File: src/hdl/pps_pkg.sv
// ----------------------------------------------------------------------------
// Pure pursuit steering package
// Shared types, angle constants and controller/datapath command structs.
// ----------------------------------------------------------------------------
package pps_pkg;

    localparam int PI_Q         = 25736;
    localparam int HALF_PI_Q    = 12868;
    localparam int TWO_PI_Q     = 51472;
    localparam int CORDIC_STEPS = 14;
    localparam int INV_GAIN_Q14 = 9949;

    // Output status codes
    localparam logic [2:0] ST_DRIVE    = 3'd0;
    localparam logic [2:0] ST_OBSTACLE = 3'd1;
    localparam logic [2:0] ST_HALTED   = 3'd2;
    localparam logic [2:0] ST_EMPTY    = 3'd3;
    localparam logic [2:0] ST_LOADED   = 3'd4;

    // Configuration register indexes
    localparam logic [2:0] REG_SPEED = 3'd0;
    localparam logic [2:0] REG_LOOK  = 3'd1;
    localparam logic [2:0] REG_TRACK = 3'd2;
    localparam logic [2:0] REG_GOAL  = 3'd3;
    localparam logic [2:0] REG_LEN   = 3'd4;

    // Datapath operations requested by the controller
    localparam logic [3:0] OP_NONE    = 4'd0;
    localparam logic [3:0] OP_LATCH   = 4'd1;  // not issued by the controller; the datapath takes no action on it
    localparam logic [3:0] OP_READ    = 4'd2;  // store read issued
    localparam logic [3:0] OP_DIST    = 4'd3;  // dx, dy from read data
    localparam logic [3:0] OP_SQUARE  = 4'd4;  // squares
    localparam logic [3:0] OP_SUM     = 4'd5;  // d2 = sum
    localparam logic [3:0] OP_VEC_INI = 4'd6;  // vectoring prerotation
    localparam logic [3:0] OP_VEC_IT  = 4'd7;  // one vectoring step
    localparam logic [3:0] OP_ROT_INI = 4'd8;  // wrap and fold
    localparam logic [3:0] OP_ROT_IT  = 4'd9;  // one rotation step
    localparam logic [3:0] OP_MUL1    = 4'd10; // track * speed
    localparam logic [3:0] OP_MUL2    = 4'd11; // * sine
    localparam logic [3:0] OP_DIV_INI = 4'd12;
    localparam logic [3:0] OP_DIV_IT  = 4'd13;
    localparam logic [3:0] OP_SPEEDS  = 4'd14;

    typedef struct packed {
        logic [3:0]  op;
        logic [15:0] rd_index;  // store read address, 16 bits wide
        logic [3:0]  step;
    } pps_cmd_t;

    typedef struct packed {
        logic        far_enough;   // d2 >= lookahead^2
        logic        in_goal;      // d2 < tolerance^2
        logic        zero_vec;     // dx == dy == 0
    } pps_stat_t;

    function automatic logic [15:0] atan_q13(input logic [3:0] i);
        logic [15:0] r;
        begin
            unique case (i)
                4'd0:    r = 16'd6434;
                4'd1:    r = 16'd3798;
                4'd2:    r = 16'd2007;
                4'd3:    r = 16'd1019;
                4'd4:    r = 16'd511;
                4'd5:    r = 16'd256;
                4'd6:    r = 16'd128;
                4'd7:    r = 16'd64;
                4'd8:    r = 16'd32;
                4'd9:    r = 16'd16;
                4'd10:   r = 16'd8;
                4'd11:   r = 16'd4;
                4'd12:   r = 16'd2;
                4'd13:   r = 16'd1;
                default: r = 16'd0;
            endcase
            return r;
        end
    endfunction

endpackage

File: src/hdl/pps_ctrl.sv
// ----------------------------------------------------------------------------
// Pure pursuit controller
// Sequences the search, CORDIC, multiply and divide steps for each driving tick.
// ----------------------------------------------------------------------------
module pps_ctrl
    import pps_pkg::*;
#(
    parameter int PATH_DEPTH = 1024,
    parameter int IW         = 11
)
(
    input  logic        clk,
    input  logic        rst_n,
    input  logic        start,
    input  logic        is_load,
    input  logic        obstacle,
    input  logic [10:0] path_length,
    input  pps_stat_t   stat,
    output pps_cmd_t    cmd,
    output logic        done,
    output logic        use_dp_speeds,
    output logic [2:0]  status,
    output logic [9:0]  target_index
);

    localparam logic [3:0] S_IDLE  = 4'd0;
    localparam logic [3:0] S_READ  = 4'd1;
    localparam logic [3:0] S_RDWT  = 4'd2;
    localparam logic [3:0] S_DIST  = 4'd3;
    localparam logic [3:0] S_SQ    = 4'd4;
    localparam logic [3:0] S_SUM   = 4'd5;
    localparam logic [3:0] S_TEST  = 4'd6;
    localparam logic [3:0] S_VINI  = 4'd7;
    localparam logic [3:0] S_VIT   = 4'd8;
    localparam logic [3:0] S_RINI  = 4'd9;
    localparam logic [3:0] S_RIT   = 4'd10;
    localparam logic [3:0] S_MUL   = 4'd11;
    localparam logic [3:0] S_DIV   = 4'd12;
    localparam logic [3:0] S_SPD   = 4'd13;
    localparam logic [3:0] S_DONE  = 4'd14;

    // phase within the shared search/target/goal sequence
    localparam logic [1:0] PH_SEARCH = 2'd0;
    localparam logic [1:0] PH_TARGET = 2'd1;
    localparam logic [1:0] PH_GOAL   = 2'd2;

    logic [3:0]    state_reg, state_next;
    logic [1:0]    phase_reg, phase_next;
    logic [IW-1:0] idx_reg, idx_next;
    logic [IW-1:0] start_reg, start_next;
    logic [5:0]    cnt_reg, cnt_next;
    logic          halted_reg, halted_next;
    logic [2:0]    status_reg, status_next;
    logic          dps_reg, dps_next;

    logic [IW-1:0] len;
    assign len = (32'(path_length) > PATH_DEPTH) ? IW'(PATH_DEPTH) : IW'(path_length);

    always_comb
    begin
        state_next  = state_reg;
        phase_next  = phase_reg;
        idx_next    = idx_reg;
        start_next  = start_reg;
        cnt_next    = cnt_reg;
        halted_next = halted_reg;
        status_next = status_reg;
        dps_next    = dps_reg;
        cmd.op       = OP_NONE;
        cmd.rd_index = 16'(idx_reg);
        cmd.step     = cnt_reg[3:0];
        unique case (state_reg)
            S_IDLE:
            begin
                if (start)
                begin
                    dps_next = 1'b0;
                    priority if (is_load)
                    begin
                        status_next = ST_LOADED;
                        state_next  = S_DONE;
                    end
                    else if (halted_reg)
                    begin
                        status_next = ST_HALTED;
                        state_next  = S_DONE;
                    end
                    else if (obstacle)
                    begin
                        status_next = ST_OBSTACLE;
                        state_next  = S_DONE;
                    end
                    else if (len == '0)
                    begin
                        status_next = ST_EMPTY;
                        state_next  = S_DONE;
                    end
                    else
                    begin
                        phase_next = PH_SEARCH;
                        idx_next   = start_reg;
                        state_next = (start_reg < len) ? S_READ : S_RDWT;
                        if (start_reg >= len)
                        begin
                            idx_next   = len - 1'b1;
                            start_next = len - 1'b1;
                            phase_next = PH_TARGET;
                            state_next = S_READ;
                        end
                    end
                end
            end
            S_READ: begin cmd.op = OP_READ; state_next = S_RDWT; end
            S_RDWT: begin cmd.op = OP_READ; state_next = S_DIST; end
            S_DIST: begin cmd.op = OP_DIST; state_next = S_SQ; end
            S_SQ:   begin cmd.op = OP_SQUARE; state_next = S_SUM; end
            S_SUM:  begin cmd.op = OP_SUM; state_next = S_TEST; end
            S_TEST:
            begin
                unique case (phase_reg)
                    PH_SEARCH:
                    begin
                        if (stat.far_enough || idx_reg == len - 1'b1)
                        begin
                            // found, or fell back to the last point
                            start_next = idx_reg;
                            phase_next = PH_TARGET;
                            state_next = S_VINI;
                        end
                        else
                        begin
                            idx_next   = idx_reg + 1'b1;
                            state_next = S_READ;
                        end
                    end
                    PH_TARGET: state_next = S_VINI;
                    default:
                    begin
                        if (stat.in_goal)
                        begin
                            halted_next = 1'b1;
                            status_next = ST_HALTED;
                            dps_next    = 1'b0;
                        end
                        else
                        begin
                            status_next = ST_DRIVE;
                            dps_next    = 1'b1;
                        end
                        state_next = S_DONE;
                    end
                endcase
            end
            S_VINI:
            begin
                cmd.op = OP_VEC_INI;
                cnt_next = '0;
                state_next = S_VIT;
            end
            S_VIT:
            begin
                cmd.op = OP_VEC_IT;
                cnt_next = cnt_reg + 1'b1;
                if (cnt_reg == 6'(CORDIC_STEPS - 1))
                    state_next = S_RINI;
            end
            S_RINI:
            begin
                cmd.op = OP_ROT_INI;
                cnt_next = '0;
                state_next = S_RIT;
            end
            S_RIT:
            begin
                cmd.op = OP_ROT_IT;
                cnt_next = cnt_reg + 1'b1;
                if (cnt_reg == 6'(CORDIC_STEPS - 1))
                begin
                    cnt_next = '0;
                    state_next = S_MUL;
                end
            end
            S_MUL:
            begin
                cmd.op = (cnt_reg == 6'd0) ? OP_MUL1 : (cnt_reg == 6'd1) ? OP_MUL2 : OP_DIV_INI;
                cnt_next = cnt_reg + 1'b1;
                if (cnt_reg == 6'd2)
                begin
                    cnt_next = '0;
                    state_next = S_DIV;
                end
            end
            S_DIV:
            begin
                cmd.op = OP_DIV_IT;
                cnt_next = cnt_reg + 1'b1;
                if (cnt_reg == 6'd35)
                    state_next = S_SPD;
            end
            S_SPD:
            begin
                cmd.op     = OP_SPEEDS;
                idx_next   = len - 1'b1;
                phase_next = PH_GOAL;
                state_next = S_READ;
            end
            S_DONE: state_next = S_IDLE;
            default: state_next = S_IDLE;
        endcase
    end

    // Hold the controller state
    always_ff @(posedge clk or negedge rst_n)
    begin
        if (!rst_n)
        begin
            state_reg  <= S_IDLE;
            phase_reg  <= PH_SEARCH;
            idx_reg    <= '0;
            start_reg  <= '0;
            cnt_reg    <= '0;
            halted_reg <= 1'b0;
            status_reg <= ST_DRIVE;
            dps_reg    <= 1'b0;
        end
        else
        begin
            state_reg  <= state_next;
            phase_reg  <= phase_next;
            idx_reg    <= idx_next;
            start_reg  <= start_next;
            cnt_reg    <= cnt_next;
            halted_reg <= halted_next;
            status_reg <= status_next;
            dps_reg    <= dps_next;
        end
    end

    assign done          = (state_reg == S_DONE);
    assign use_dp_speeds = dps_reg;
    assign status        = status_reg;
    assign target_index  = start_reg[9:0];

endmodule

File: config.mk
export PLATFORM = sky130hd
export DESIGN_NAME = pps_ctrl
export DESIGN_NICKNAME = d
export VERILOG_FILES = /design/src/hdl/pps_pkg.sv /design/src/hdl/pps_ctrl.sv
export SDC_FILE = /design/constraint.sdc
export NUM_CORES = 1
export LEC_CHECK = 0
export CAP_MARGIN = 10
export CORE_UTILIZATION = 50
export CTS_BUF_LIST = sky130_fd_sc_hd__clkbuf_16
export DETAILED_ROUTE_END_ITERATION = 8
export DONT_BUFFER_PORTS = 1
export PLACE_DENSITY_LB_ADDON = 0.05
export SYNTH_ARGS = -nofsm -noshare
export SYNTH_HDL_FRONTEND = slang
export SYNTH_SLANG_ARGS = --single-unit
File: constraint.sdc
create_clock -name clk -period 7.35 [get_ports clk]
set_input_delay 0.735 -clock clk [delete_from_list [all_inputs] [get_ports clk]]
set_output_delay 0.735 -clock clk [all_outputs]
set_load 0.03 [all_outputs]
* Yosys cells after proc, flatten, opt, wreduce, memory -nomap -nowiden
Index checks and enable logic that the tools add are counted.
** Word-level totals
- Register bits after elaboration :: 39
- Latch bits :: 0
- Bits in writable memories :: 0
- Bits in read-only memories :: 0
- Input bits :: 19
- Output and inout port bits :: 39
- Word-level logic and storage cells :: 122
- Memories :: 0
** Cells by class
- Add/subtract/negate cells :: 3
- $mul :: 0
- Div/mod/pow operators :: 0
- Magnitude comparators :: 3
- Equality and inequality tests :: 34
- Shifts and indexed selects :: 0
- Muxes and demuxes :: 54
- Bitwise gates (word level) :: 1
- Reductions and logical operators :: 19
** Operator list (number)
- 2-to-1 mux 11 bit :: 11
- case mux 4 bit (14 select lines) :: 1
- case mux 4 bit (11 select lines) :: 1
- 2-to-1 mux 4 bit :: 9
- case mux 11 bit (3 select lines) :: 1
- equality test 4 bit, second input constant :: 7
- 2-to-1 mux 3 bit :: 9
- != test 2 bit, second input constant :: 13
- case mux 6 bit (4 select lines) :: 1
- AND reduction 8 bit :: 3
- case mux 11 bit (2 select lines) :: 1
- 2-to-1 mux 2 bit :: 10
- equality test 4 x 3 -> 1 bit, second input constant :: 4
- 2-to-1 mux 6 bit :: 2
- adder 11 x 1 -> 11 bit, second input constant :: 1
- equality test 11 bit :: 1
- greater-or-equal comparator 11 bit :: 1
- greater-than comparator 11 bit, second input constant :: 1
- logical NOT 11 bit :: 1
- less-than comparator 11 bit :: 1
- subtractor 11 x 1 -> 11 bit, second input constant :: 1
- equality test 4 x 2 -> 1 bit, second input constant :: 2
- case mux 4 bit (2 select lines) :: 1
- OR reduction 2 bit :: 4
- other kinds (23) :: 27

* Depth between registers and ports, before layout
- Depth in word-level cells :: 11
- Gate-level depth with buffers :: 15
- Gate-level depth less buffers :: 10

* Least setup slack after synthesis
Ideal clock, no wire load.
- Kind :: input -> register
- Start :: input port path_length[10]
- End :: register start_reg[0]
- Library setup time :: 0.121 ns
- Arrival time :: 3.647 ns
- Required time :: 7.229 ns
- Path slack :: 3.582 ns
- Stages :: 14
- Path buffers :: 4
- Path through :: buf_2 inv_1 clkbuf_1 nand2_1 ha_1 nor2b_1 a31o_2 or3_1 a2111oi_1 a31o_1 buf_6 o21ai_2 buf_4 o22a_1
** On the way
- Longest elaborated chain between the ends :: 10
- Elaborated cells on any way between the ends :: 17
- Classes of those cells :: add/sub (1); order compare (2); eq/ne (3); mux (8); reduce/logical (3)
** Ends and longest elaborated chain
- start, declared :: line pps_ctrl.sv:17 : input logic [10:0] path_length,
- greater-than comparator 11 bit :: line pps_ctrl.sv:57 : assign len = (32'(path_length) > PATH_DEPTH) ? IW'(PATH_DEPTH) : IW'(path_length);
- 2-to-1 mux 11 bit (*) :: line pps_ctrl.sv:57
- subtractor 11 x 1 -> 11 bit or greater-or-equal comparator 11 bit (tied branches) :: line pps_ctrl.sv:106, pps_ctrl.sv:123, pps_ctrl.sv:103
- 2-to-1 mux 11 bit :: line pps_ctrl.sv:103 : if (start_reg >= len)
- 2-to-1 mux 11 bit
- 2-to-1 mux 11 bit :: line pps_ctrl.sv:88 : else if (obstacle)
- 2-to-1 mux 11 bit (3 in series)
- case mux 11 bit (2 select lines) :: line pps_ctrl.sv:72 : unique case (state_reg)
- end signal, assigned :: line pps_ctrl.sv:231 : start_reg <= start_next;
- end, declared :: line pps_ctrl.sv:50 : logic [IW-1:0] start_reg, start_next;
Mark *: on every way between the ends. The rest lies on a longest branch, timed or not. The select of a mux whose other input is x is not followed.
A chain may end at the register's enable or synchronous reset.

* Final worst setup path
- Start :: input port path_length[0]
- End :: register start_reg[5]
The elaborated chain is that of the path after synthesis.

==> impl_metrics.yaml <==
timing:
  timing.final.crit_share: 0.610
  final_max_slew_viol_count: 0
  setup_viol: 0
  finalCriticalPeriod_ns: 4.48
  slew_headroom: 0.362
  setup_tns_ns: 0
  fmax_ghz: 0.223
  tightest_slew_ns: 0.956
  finClkSkew_ns: 0.00430
  rsz0062_at_grt: "no"
  hold_viol_final: 0
yosys:
  synth_top_flop_cell: "dfrtp_1"
  synth_seq_cells: 39
  synth.top_cell.area_share: 0.256
  yosys_warnings: 0
  synth_common_cells: "nand2_1 (51), dfrtp_1 (39), a21oi_1 (35), nor2_1 (35), clkbuf_1 (30)"
  async_flop_share: 1.00
  yosys.cell_types.count: 67
  yosysSeqAreaShare: 0.256
  syn_inst: 504
  yosys.area.top_type: "dfrtp_1"
  synth_edf_count: 0
  synthTopCellsByArea: "dfrtp_1 (26%), ha_1 (5.6%), nand2_1 (5.0%)"
  syn_area_per_cell_um2: 7.57
  netlist_area_um2: 3810
  synthMostInstantiatedCell: "nand2_1"
setup_path:
  setup.worst_path.end_class: "flip-flop"
  rrSetupSlack_ns: 3.79
  cp.required_ns: 7.57
  path_class: "in2reg"
  worstPathArrival_ns: 4.70
  r2r_start: "state_reg[2]"
  rr_worst_depth: 7
  r2r_end: "idx_reg[4]"
  worstSetupStartpointType: "primary input"
  crit_fanout: 14
worst_hold_path:
  hold_class: "in2async"
global_route:
  antenna_found_initial: 0
  grt_overflow_total: 0
  grt_pass1_wl_um: 17700
  grt_use_total: 0.292
  grt_pass1_vias: 3317
  grt_max_degree: 49
power_and_ir_drop:
  intPower_uw: 727
  power_density_nw_per_um2: 419
  comb_power_share: 0.493
  swShare: 0.542
  p_leak_nw: 1.48
  seq_power_share: 0.378
  vdd_drop_max_uv: 229
  power.switching_uw: 861
  clkPwrFrac: 0.128
cells_and_area:
  regArea_um2: 976
  diodes: 0
  final_layout_size_suffix_gt1_frac: 0.0391
  final_cell_count_no_fill: 559
  nets: 495
  fillerInstances: 729
  areaGrowthSynthToFinish_pct: -0.722
  multi_input_area_um2: 2480
route:
  dr.pass1.iters: 6
  drt-initial-drc-count: 513
  drc: 0
  ant_nets: 0
  num_vias: 3764
  wl_um: 11100
  vias_per_cell: 6.73
  route.detailed.wl_per_inst_um: 19.8
clocking:
  clockBufferDepth: 2
  clk_pin_slew_ns: 0.06
  clk_latency_ns: 0.28
  postCtsSetupBuffers: 0
  cts_tree: "built"
  cts-root-buf: "clkbuf_16"
  ctsResizeCount: 0
  hold_buffers: 0
  cts-buffers-inserted: 5
  h-tree-depth: 2
  clock_sinks: 39
die:
  num_rows: 31
  ioPinCount: 58
  die_x_um: 89.3
  core_area_um2: 7330
  die_h_um: 89.3
  start_util: 0.520
  dieArea_um2: 7980
place:
  hpwl_um: 8120
  numPortBuffers: 0
  dp_cells: 551
  place.gp.congestion: 0.874
job:
  maxCapViolCount: 0
outcome:
  outcome: "completed"
==> per-layer routing <==
metal	vias to the layer above	GRT usage	wire, um
met5	-	0	0
met4	0	0.0794	178
met2	174	0.414	4720
met1	1799	0.442	5220
li1	1771	-	-
met3	20	0.0619	981
==> cells in the final DEF (no fill, tap or decap), drive strengths merged, types with 2 or more instances in the layout <==
cell type   n
nor3       22
a21oi      36
a2bb2oi     9
a21boi      3
nand2b      5
conb        5
nor4        7
a31o        3
nand3      16
nand2      51
o31a        2
clkbuf      5
a311o       2
and3        9
a2111oi     2
inv        19
or3         4
xor2        8
dfrtp      39
o21a        4
nand4      10
a311oi      2
o31ai       9
o21ai      29
xnor2       6
or2         2
nor2       35
a31oi      23
o211ai      2
o2111ai     2
a211oi     11
a21o        7
nor3b       2
a32oi       3
ha         17
nor2b       8
o22ai       9
or4         4
o22a       12
==> per-stage QoR <==
| stage | power [mW] | setup WS [ns] | instance area, um^2 | hold slack [ns] | utilization |
|---|---|---|---|---|---|
| after detailed placement | 1.37 | 2.66 | 3650 | 0.440 | 0.498 |
| after global placement | 1.36 | 2.68 | 3650 | 0.440 | 0.498 |
| final | 1.59 | 2.87 | 3790 | 0.150 | 0.516 |
| after floorplan | 1.23 | 3.58 | 3830 | 0.439 | - |
| after CTS | 1.58 | 2.94 | 3790 | 0.141 | 0.516 |
| after global routing | 1.71 | 2.66 | 3790 | 0.140 | 0.516 |
==> power by group through the flow <==
stage	registers, mW	clock network, mW	logic (mW)
floorplan	0.445	0	0.787
global placement	0.599	0	0.760
detailed placement	0.602	0	0.771
CTS	0.598	0.210	0.772
global route	0.620	0.217	0.875
finish	0.601	0.203	0.784
==> critical path: stages <==
cell       delay [ns]
nor2b_1          0.43
inv_1            0.09
ha_1             0.38
nor2b_1          0.25
a31o_2           0.27
or3_1            0.31
a2111oi_1        0.79
a31oi_1          0.32
a21oi_1          0.85
o22a_1           0.27
==> worst max-delay path by stage <==
stage | from | end | slack, ns
2_1_floorplan | path_length[10] | start_reg[0] | 3.58
3_3_place_gp | path_length[10] | start_reg[5] | 2.68
3_5_place_dp | path_length[10] | start_reg[5] | 2.66
4_1_cts | path_length[10] | start_reg[5] | 2.94
5_1_grt | path_length[0] | start_reg[5] | 2.66
6_report | path_length[0] | start_reg[5] | 2.87
==> area by class of cell <==
class | instances | share of cell area
Tap cell | 99 | 0.0327
Sequential cell | 39 | 0.258
Multi-Input combinational cell | 395 | 0.654
Timing Repair Buffer | 1 | 0.00198
Inverter | 17 | 0.0169
Clock buffer | 5 | 0.0330
Clock inverter | 3 | 0.00330
==> cells by family after synthesis <==
family,after synthesis,synth area share
buffers and inverters,74,0.0984
AND/OR/NAND/NOR,180,0.234
adder cells (fa/ha/maj),17,0.0558
other,1,0.000983
XOR/XNOR,14,0.0322
AO/OA/AOI/OAI,179,0.323
flip-flops,39,0.256
(Power assumes the default switching activity.)
